### src/design/bba_pkg.sv
// Package for the bitmap block allocator: sizes, status codes and the
// reset contents of the used-block bitmap. No dependencies.
package bba_pkg;

  localparam int NUM_BLOCKS      = 1024;
  localparam int RESERVED_BLOCKS = 34;
  localparam int WORD_BITS       = 32;

  localparam int MAP_WORDS  = (NUM_BLOCKS + WORD_BITS - 1) / WORD_BITS;
  localparam int WORD_IDX_W = (MAP_WORDS > 1) ? $clog2(MAP_WORDS) : 1;
  localparam int BIT_IDX_W  = $clog2(WORD_BITS);
  localparam int ID_W       = 11;
  localparam int STATUS_W   = 2;

  // Reserved count saturates at the number of blocks.
  localparam int RSV_EFF = (RESERVED_BLOCKS < NUM_BLOCKS) ? RESERVED_BLOCKS : NUM_BLOCKS;

  localparam int LAST_VALID_BITS = NUM_BLOCKS - (MAP_WORDS - 1) * WORD_BITS;
  localparam logic [WORD_BITS-1:0] LAST_MASK =
    {WORD_BITS{1'b1}} >> (WORD_BITS - LAST_VALID_BITS);
  localparam logic [WORD_IDX_W-1:0] LAST_WORD = WORD_IDX_W'(MAP_WORDS - 1);
  localparam logic [ID_W-1:0] NUM_BLOCKS_ID = ID_W'(NUM_BLOCKS);

  localparam logic KIND_ALLOC = 1'b0;
  localparam logic KIND_FREE  = 1'b1;

  localparam logic [STATUS_W-1:0] ST_OK    = 2'd0;
  localparam logic [STATUS_W-1:0] ST_FULL  = 2'd1;
  localparam logic [STATUS_W-1:0] ST_RANGE = 2'd2;

  // Contents of one bitmap word right after reset.
  function automatic logic [WORD_BITS-1:0] reset_word(input logic [WORD_IDX_W-1:0] w);
    logic [WORD_BITS-1:0] r;
    r = '0;
    for (int b = 0; b < WORD_BITS; b++) begin
      if (int'(w) * WORD_BITS + b < RSV_EFF) begin
        r[b] = 1'b1;
      end
    end
    return r;
  endfunction

endpackage

### src/design/bitmap_block_allocator_top.sv
// Sequence: a free of an out-of-range id answers in the cycle after acceptance; a
// valid free reads its bitmap word, then clears the bit in S_FREE; an allocate
// checks words from word 0 up in S_ALLOC and reports ST_FULL after the last word.
// Throughput: one request at a time; the single-port bitmap RAM is read one word
// per cycle during the search. done_o pulses for one cycle per request.
// Reset: asynchronous, active low; per-word valid flags make the map read as reset.
// Top level of the first-fit bitmap block allocator. Uses bba_pkg.
module bitmap_block_allocator_top
  import bba_pkg::*;
(
  input  logic                clk_i,
  input  logic                rst_ni,
  input  logic                start,
  output logic                busy,
  input  logic                kind_i,
  input  logic [ID_W-1:0]     block_id_i,
  output logic                done_o,
  output logic [ID_W-1:0]     granted_id_o,
  output logic [STATUS_W-1:0] status_o
);

  localparam logic [1:0] S_IDLE  = 2'd0;
  localparam logic [1:0] S_ALLOC = 2'd1;
  localparam logic [1:0] S_FREE  = 2'd2;

  logic [1:0] state_q, state_d;

  logic [WORD_BITS-1:0] mem [MAP_WORDS];
  logic [WORD_BITS-1:0] rdata_q;
  logic [MAP_WORDS-1:0] vld_q;
  logic                 rvld_q;

  logic [WORD_IDX_W-1:0] word_q;
  logic [BIT_IDX_W-1:0]  bit_q;

  logic                  rd_en;
  logic [WORD_IDX_W-1:0] rd_addr;
  logic                  wr_en;
  logic [WORD_BITS-1:0]  wr_data;

  logic                  accept;
  logic                  id_bad;
  logic [ID_W-1:0]       id_m1;
  logic [WORD_BITS-1:0]  cur_word;
  logic [WORD_BITS-1:0]  search_word;
  logic                  found;
  logic [BIT_IDX_W-1:0]  free_bit;

  logic                  done_q, done_d;
  logic [ID_W-1:0]       granted_q, granted_d;
  logic [STATUS_W-1:0]   status_q, status_d;

  assign accept = start && (state_q == S_IDLE);
  assign id_bad = (block_id_i == '0) || (block_id_i > NUM_BLOCKS_ID);
  assign id_m1  = block_id_i - ID_W'(1);

  // A word never written since reset reads as its reset pattern.
  assign cur_word    = rvld_q ? rdata_q : reset_word(word_q);
  assign search_word = (word_q == LAST_WORD) ? (cur_word | ~LAST_MASK) : cur_word;

  always_comb begin
    found    = 1'b0;
    free_bit = '0;
    for (int b = WORD_BITS - 1; b >= 0; b--) begin
      if (!search_word[b]) begin
        found    = 1'b1;
        free_bit = BIT_IDX_W'(b);
      end
    end
  end

  always_comb begin
    state_d   = state_q;
    rd_en     = 1'b0;
    rd_addr   = word_q + WORD_IDX_W'(1);
    wr_en     = 1'b0;
    wr_data   = cur_word;
    done_d    = 1'b0;
    granted_d = granted_q;
    status_d  = status_q;
    case (state_q)
      S_IDLE: begin
        if (start) begin
          if (kind_i == KIND_ALLOC) begin
            rd_en   = 1'b1;
            rd_addr = '0;
            state_d = S_ALLOC;
          end else if (id_bad) begin
            done_d    = 1'b1;
            granted_d = '0;
            status_d  = ST_RANGE;
          end else begin
            rd_en   = 1'b1;
            rd_addr = id_m1[BIT_IDX_W +: WORD_IDX_W];
            state_d = S_FREE;
          end
        end
      end
      S_ALLOC: begin
        if (found) begin
          wr_en     = 1'b1;
          wr_data   = cur_word | (WORD_BITS'(1) << free_bit);
          done_d    = 1'b1;
          granted_d = ID_W'({word_q, free_bit}) + ID_W'(1);
          status_d  = ST_OK;
          state_d   = S_IDLE;
        end else if (word_q == LAST_WORD) begin
          done_d    = 1'b1;
          granted_d = '0;
          status_d  = ST_FULL;
          state_d   = S_IDLE;
        end else begin
          // Fetch the next word while this one is being checked.
          rd_en = 1'b1;
        end
      end
      S_FREE: begin
        wr_en     = 1'b1;
        wr_data   = cur_word & ~(WORD_BITS'(1) << bit_q);
        done_d    = 1'b1;
        granted_d = '0;
        status_d  = ST_OK;
        state_d   = S_IDLE;
      end
      default: begin
        state_d = S_IDLE;
      end
    endcase
  end

  always_ff @(posedge clk_i) begin
    if (wr_en) begin
      mem[word_q] <= wr_data;
    end
    if (rd_en) begin
      rdata_q <= mem[rd_addr];
    end
  end

  always_ff @(posedge clk_i or negedge rst_ni) begin
    if (!rst_ni) begin
      state_q <= S_IDLE;
      vld_q   <= '0;
      rvld_q  <= 1'b0;
      word_q  <= '0;
      done_q  <= 1'b0;
    end else begin
      state_q <= state_d;
      done_q  <= done_d;
      if (wr_en) begin
        vld_q[word_q] <= 1'b1;
      end
      if (rd_en) begin
        rvld_q <= vld_q[rd_addr];
        word_q <= rd_addr;
      end
    end
  end

  always_ff @(posedge clk_i) begin
    if (accept) begin
      bit_q <= id_m1[BIT_IDX_W-1:0];
    end
    granted_q <= granted_d;
    status_q  <= status_d;
  end

  assign busy         = (state_q != S_IDLE);
  assign done_o       = done_q;
  assign granted_id_o = granted_q;
  assign status_o     = status_q;

endmodule

### config.mk
export PLATFORM = sky130hd
export DESIGN_NAME = bitmap_block_allocator_top
export DESIGN_NICKNAME = d
export VERILOG_FILES = /design/src/design/bba_pkg.sv /design/src/design/bitmap_block_allocator_top.sv
export SDC_FILE = /design/constraint.sdc
export NUM_CORES = 2
export LEC_CHECK = 0
export BUFFER_PORTS_ARGS = -buffer_cell sky130_fd_sc_hd__buf_2
export CORE_UTILIZATION = 35
export DETAILED_ROUTE_END_ITERATION = 7
export SLEW_MARGIN = 20
export SYNTH_ARGS = -nofsm -noshare
export SYNTH_HDL_FRONTEND = slang
export SYNTH_SLANG_ARGS = --single-unit
### constraint.sdc
create_clock -name clk_i -period 4.9 [get_ports clk_i]
set_input_delay 0.245 -clock clk_i [delete_from_list [all_inputs] [get_ports clk_i]]
set_output_delay 0.245 -clock clk_i [all_outputs]
set_load 0.02 [all_outputs]
# ---- After elaboration in Yosys (flattened, before gate mapping)
# Memory sizes are Yosys's and may differ from the RTL's. A register that Yosys moved wholly into a read port is not among the register bits.
# Cells that the tools add are included.
dict set report totals {
  in_bits 15
  register_bits 59
  mem_count 1
  ram_bits 1024
  word_cells 243
  out_inout_bits 15
}
# name depth word_bits read_ports rd_ports_with_merged_regs wr line
set memory_table {}
lappend memory_table {mem 32 32 1 1 1 bitmap_block_allocator_top.sv:28} ;# logic [WORD_BITS-1:0] mem [MAP_WORDS];
dict set report classes {
  n_shift 2
  bitwise_logic 4
  n_lt_le_gt_ge 36
  n_reduce_logical 9
  mux 141
  n_addsub 34
  eq_ne 8
}
# op n
set op_table {}
lappend op_table {{11-bit by 6-bit less-than comparator with 1-bit output, second input constant} 31}
lappend op_table {{5-bit two-way mux} 36}
lappend op_table {{10-bit by 5-bit adder with 11-bit output, second input constant} 16}
lappend op_table {{10-bit by 4-bit adder with 11-bit output, second input constant} 8}
lappend op_table {{1-bit two-way mux} 79}
lappend op_table {{32-bit two-way mux} 2}
lappend op_table {{32-bit bitwise OR} 2}
lappend op_table {{32-bit one-hot mux with 2 select lines} 1}
lappend op_table {{1-bit by 5-bit << shifter with 32-bit output, first input constant} 2}
lappend op_table {{11-bit two-way mux} 5}
lappend op_table {{10-bit by 3-bit adder with 11-bit output, second input constant} 4}
lappend op_table {{11-bit one-hot mux with 3 select lines} 1}
lappend op_table {{32-bit AND} 1}
lappend op_table {{32-bit inverter} 1}
lappend op_table {{10-bit by 1-bit adder with 11-bit output, second input constant} 2}
lappend op_table {{10-bit by 2-bit adder with 11-bit output, second input constant} 2}
lappend op_table {{2-bit two-way mux} 10}
lappend op_table {{5-bit by 6-bit less-than comparator with 1-bit output, second input constant} 2}
lappend op_table {{11-bit > comparator, second input constant} 1}
lappend op_table {{11-bit zero test} 1}
lappend op_table {{10-bit by 6-bit less-than comparator with 1-bit output, second input constant} 1}
lappend op_table {{10-bit by 1-bit subtractor with 10-bit output, second input constant} 1}
lappend op_table {{2-bit != test, second input constant} 3}
lappend op_table {{3-bit != test, second input constant} 2}
lappend op_table {{other kinds (18)} 20}

# ---- Longest topological paths before layout
dict set report depth {
  ltp_word 40
  ltp_mapped 16
}

# ---- Least setup slack after synthesis
# No wires, ideal clock.
dict set report synth_timing {
  path_type {register to register}
  start {reg word_q[2]}
  end {mem mem[0][15], data pin}
  arrival_time_ps 3875
  setup_slack_ps 570
  period_less_slack_ps 4330
  stages_incl_launch_ff 14
  n_path_buf 2
  setup_time_ps 454
  path_cell_list {dfrtp_1 -> buf_2 -> nor4_4 -> and2_1 -> buf_2 -> a31oi_1 -> a2111o_1 -> a211o_1 -> o221ai_2 -> and2_1 -> ha_1 -> ha_1 -> inv_1 -> o21ai_0}
}
dict set report synth_via {
  elab_chain_len 40
}
# element line
set synth_rtl {}
lappend synth_rtl {{from (decl)} bitmap_block_allocator_top.sv:33} ;# logic [WORD_IDX_W-1:0] word_q;
lappend synth_rtl {{from (signal assigned)} bitmap_block_allocator_top.sv:155} ;# word_q <= rd_addr;
lappend synth_rtl {{10-bit by 5-bit adder with 11-bit output} bba_pkg.sv:36} ;# if (int'(w) * WORD_BITS + b < RSV_EFF) begin
lappend synth_rtl {{11-bit by 6-bit less-than comparator with 1-bit output} bba_pkg.sv:36}
lappend synth_rtl {{1-bit two-way mux} bba_pkg.sv:36}
lappend synth_rtl {{32-bit two-way mux *} bitmap_block_allocator_top.sv:58} ;# assign cur_word = rvld_q ? rdata_q : reset_word(word_q);
lappend synth_rtl {{5-bit two-way mux (32 in series)} bitmap_block_allocator_top.sv:65} ;# if (!search_word[b]) begin
lappend synth_rtl {{1-bit by 5-bit << shifter with 32-bit output} bitmap_block_allocator_top.sv:102} ;# wr_data = cur_word | (WORD_BITS'(1) << free_bit);
lappend synth_rtl {{32-bit bitwise OR} bitmap_block_allocator_top.sv:102}
lappend synth_rtl {{32-bit two-way mux} bitmap_block_allocator_top.sv:100} ;# if (found) begin
lappend synth_rtl {{32-bit one-hot mux with 2 select lines *} bitmap_block_allocator_top.sv:81} ;# case (state_q)
lappend synth_rtl {{named net wr_data[15]} bitmap_block_allocator_top.sv:39} ;# logic [WORD_BITS-1:0] wr_data;
lappend synth_rtl {{to (decl)} bitmap_block_allocator_top.sv:28}
# Mark *: on every way through the listed nets, which the timed path passes. The rest lies on a longest branch.

# ---- Final worst setup path
dict set report layout_timing {
  start {reg state_q[0]}
  end {reg rdata_q[0] (read register of mem), data pin}
}
dict set report layout_via {
  elab_chain_len 2
}
# element line
set layout_rtl {}
lappend layout_rtl {{from (decl)} bitmap_block_allocator_top.sv:26} ;# logic [1:0] state_q, state_d;
lappend layout_rtl {{from (signal assigned)} bitmap_block_allocator_top.sv:148} ;# state_q <= state_d;
lappend layout_rtl {{2-bit by 1-bit equality test with 1-bit output or 2-bit zero test (tied branches)} bitmap_block_allocator_top.sv:81}
lappend layout_rtl {{1-bit one-hot mux with 2 select lines or 5-bit two-way mux (tied branches)} bitmap_block_allocator_top.sv:81}
lappend layout_rtl {{to (decl)} bitmap_block_allocator_top.sv:29} ;# logic [WORD_BITS-1:0] rdata_q;
# Several ways; a longest one is shown, not always the timed one.
# A chain may end at the register's enable or synchronous reset.

==> metrics <==
result of the run finished clean; M1 wire length between 50 and 60 mm; Psw 0.01635 W; proportion of power drawn by combinational gates 43.3%; routed wirelength normalized by instance count 23.95 um; Final Routed Wirelength 136.8 mm; library cell contributing the largest single delay on the critical path sky130_fd_sc_hd__o32a_2; count of cells resized by post-cts repair 0; final hold violations 0; die width 366.3 um; headroom to the max-slew limit 28.10%; count of final max-slew check failures 0; Finished Layout Cells 5713; Buffers on Ports 29; share of Yosys cell area claimed by the top area cell type 69.41%; number of sinks driven by the clock tree between 1000 and 1500; Detailed Route Iter0 Violations 3557; hold bufs inserted after CTS 10; internal power 0.02305 W; total number of placement rows 133; sort of element at the end of the critical path flop; largest net degree at the start of global routing 100; clock root cell sky130_fd_sc_hd__clkbuf_16; gp weighted congestion 0.9310; Largest stage delay, worst path 0.76 ns; EDFF count, synth 1074; number of top-level pins 30; CP arrival a little under 5 ns; Setup TNS 0 ns; # Max-Cap Violations 0; synthesized flop and latch total 1115; global-route wire length before repair 200.7 mm; Bufs on Longest Clock Path 3; cell depth of the worst flop-to-flop path 12; TritonCTS clock tree done; number of antenna violations at the first check in global routing 2; largest voltage drop on the vdd net 0.5782 mV; Setup Buffers After CTS 0; met2 WL post-DR slightly above 60 mm; slew of the pin with the lowest slew margin 1.076 ns; area fraction in and, or, nand and nor cells after synthesis 18.35%; most area-hungry cell type in the Yosys netlist sky130_fd_sc_hd__edfxtp_1; share of the cycle needed by the critical path after routing 89.94%; number of setup violations in the final report 0; worst min-delay path category primary input to asynchronous set/reset pin; number of global-route vias before repair 28896; Yosys Warn Count 0; net count after synthesis 3837; total standard cell area after synthesis 0.04646 mm2; Clock Latency Late Sink between 0.7 and 0.8 ns; Setup crit start kind flop; maximum fanout along the worst path 22; cell-by-cell trace of the critical path inv_1, ha_1, nand2_1, inv_1, o21ai_0, a311oi_1, o32a_2, nand2_2, buf_12, a21oi_1, nor4_2, o221a_1; multiplexer share of the synthesized area less than 1%; height of the die 366.3 um; required time of the critical path 5.37 ns; core region area 0.1316 mm2; sequential group share of total power 33.8%; largest family of logic cells by synthesized area simple AND/OR/NAND/NOR gates; post-synthesis average cell area 12.21 um2; placed wire-length estimate after detailed placement 76.76 mm; Highest Clock Rate 0.2269 GHz; gate count of the mapped netlist 3806; Reg clk slew, reported paths 0.06 ns; register-to-register path setup slack 0.49 ns; via count 30765; unrepaired setup endpoints after global routing no; number of routed nets with antenna violations 0; Switching Fraction 41.50%; synthesized-area fraction occupied by ao, oa, aoi and oai cells 6.382%; asr flop ratio synth 3.677%; DRC 0; Highest Signal Layer met4; fraction of layout instances using a drive strength above 1 13.22%; CP dominant cell by count sky130_fd_sc_hd__inv_1; average vias per placed instance 5.385; Worst Skew 0.04742 ns; Post-layout nets 3892; area enclosed by the die boundary roughly 0.13 mm2; Initial DRT Pass Iterations 5; initial core utilization 35.30%; adder and majority gate portion of the synthesized area 0.4309%; standby leakage power 18.81 nW; CTS H-tree lvls 3; filler cell count in the final layout 12154; routed length on met3 roughly 11 mm; Critical Path Stages 12; GRT overflow 0; fraction of power consumed by the clock network 23.0%; top_reg_cell synth sky130_fd_sc_hd__edfxtp_1; number of CTS-inserted buffers 112; Unique masters post-synth 78; min cycle time layout 4.407 ns; delay-heaviest family, CP compound AO/OA/AOI/OAI gates; part of the Yosys area used for sequential elements 71.62%; area share of xor/xnor cells in the synthesized design less than 1%; main area contributors after synthesis sky130_fd_sc_hd__edfxtp_1 (69%), sky130_fd_sc_hd__nand2_1 (9.7%), sky130_fd_sc_hd__nand3_1 (5.8%); overall track demand over capacity in global routing between 20% and 30%; power density over cell area 734.2 mW/mm2; critical setup path kind flop to flop; Crit path buffers/inverters 3; area growth from synthesis to final layout 15.48%; number of placed instances with taps included 5491
==> synth_stat cells, types with 13 or more instances <==
cell type,instances
sky130_fd_sc_hd__nand2_1,1204
sky130_fd_sc_hd__edfxtp_1,1074
sky130_fd_sc_hd__nand3_1,537
sky130_fd_sc_hd__a21oi_1,186
sky130_fd_sc_hd__clkbuf_1,126
sky130_fd_sc_hd__o21ai_0,82
sky130_fd_sc_hd__buf_2,79
sky130_fd_sc_hd__nor2_1,62
sky130_fd_sc_hd__dfrtp_1,41
sky130_fd_sc_hd__or2_2,34
sky130_fd_sc_hd__a22oi_1,32
sky130_fd_sc_hd__o221a_1,32
sky130_fd_sc_hd__a21oi_2,30
sky130_fd_sc_hd__nor4_2,30
sky130_fd_sc_hd__inv_1,28
sky130_fd_sc_hd__ha_1,16
sky130_fd_sc_hd__o211ai_1,14
sky130_fd_sc_hd__buf_1,13
sky130_fd_sc_hd__buf_6,13
==> registers in the layout (all words and copies together), names as in the netlist <==
| name | cells |
|---|---|
| state_q | 2 |
| vld_q | 32 |
| mem | 1024 |
| status_o | 2 |
| rvld_q | 1 |
| word_q | 5 |
| done_o | 1 |
| granted_id_o | 11 |
| bit_q | 5 |
| rdata_q | 32 |
==> cell usage in the layout, fill, tap and decap left out, types with 33 or more instances in the layout <==
cell type / synthesis / final
sky130_fd_sc_hd__buf_12: 3 / 38
sky130_fd_sc_hd__buf_4: 2 / 100
sky130_fd_sc_hd__or2_2: 34 / 34
sky130_fd_sc_hd__edfxtp_1: 1074 / 1074
sky130_fd_sc_hd__dfrtp_1: 41 / 41
sky130_fd_sc_hd__nor2_4: 0 / 33
sky130_fd_sc_hd__o21ai_0: 82 / 54
sky130_fd_sc_hd__clkbuf_16: 0 / 113
sky130_fd_sc_hd__nand2_1: 1204 / 1202
sky130_fd_sc_hd__a21oi_1: 186 / 185
sky130_fd_sc_hd__nand3_1: 537 / 536
==> through the flow <==
| step | hold WS [ns] | util, % | cell area, um2 | setup slack (ns) | total power [W] |
|---|---|---|---|---|---|
| 6_report | 0.08425 | 40.76 | 53650 | 0.4927 | 0.03939 |
| 5_1_grt | 0.1480 | 40.75 | 53650 | 0.2796 | 0.04131 |
| 4_1_cts | 0.2630 | 40.72 | 53600 | 0.5570 | 0.03946 |
| 3_5_place_dp | 0.4461 | 37.68 | 49600 | 0.5638 | 0.03041 |
| 3_3_place_gp | 0.4471 | 37.67 | 49580 | 0.6010 | 0.03026 |
| 2_1_floorplan | -0.05059 | - | 46460 | 0.5703 | 0.02404 |
==> final cells by class <==
class	count	area, um2	area share [%]
multi-input cells	2426	12390	23.09
clock buffers	125	2873	5.354
well taps	1755	2196	4.093
clock inverters	83	1025	1.910
diodes	3	7.507	0.01399
inverters	29	108.9	0.2029
repair buffers	177	1779	3.316
flip-flops and latches	1115	33280	62.02
==> worst paths after layout <==
kind | end | from
setup / recovery | rdata_q[0]$_DFFE_PP_ | state_q[0]$_DFFE_PN0P_
hold / removal | vld_q[0]$_DFFE_PN0P_ | rst_ni
setup reg to reg | rdata_q[0]$_DFFE_PP_ | state_q[0]$_DFFE_PN0P_
hold reg to reg | vld_q[5]$_DFFE_PN0P_ | vld_q[5]$_DFFE_PN0P_
max in group asynchronous | vld_q[4]$_DFFE_PN0P_ | rst_ni
min in group clk_i | rdata_q[15]$_DFFE_PP_ | block_id_i[10]
==> layer usage <==
metal | up-vias | global-route usage (%)
met1 | 15424 | 29.01
met5 | - | 0
li1 | 13864 | -
met4 | 0 | 6.357
met3 | 208 | 3.679
met2 | 1269 | 30.50
==> logic make-up after synthesis <==
logic type | count (synthesis)
simple gates | 1933
flops | 1115
compound gates | 451
buf+inv | 265
fa+ha+maj | 16
xor+xnor | 13
mux | 13
==> power by group through the flow <==
stage | Combinational [W] | Sequential (W) | Clock, W
after floorplan | 0.0107 | 0.0134 | 0
final | 0.0170 | 0.0133 | 0.00905
after detailed placement | 0.0169 | 0.0135 | 0
after CTS | 0.0170 | 0.0133 | 0.00918
after global routing | 0.0184 | 0.0133 | 0.00953
after global placement | 0.0168 | 0.0135 | 0
Note: power is estimated with default switching activity, not from simulation.
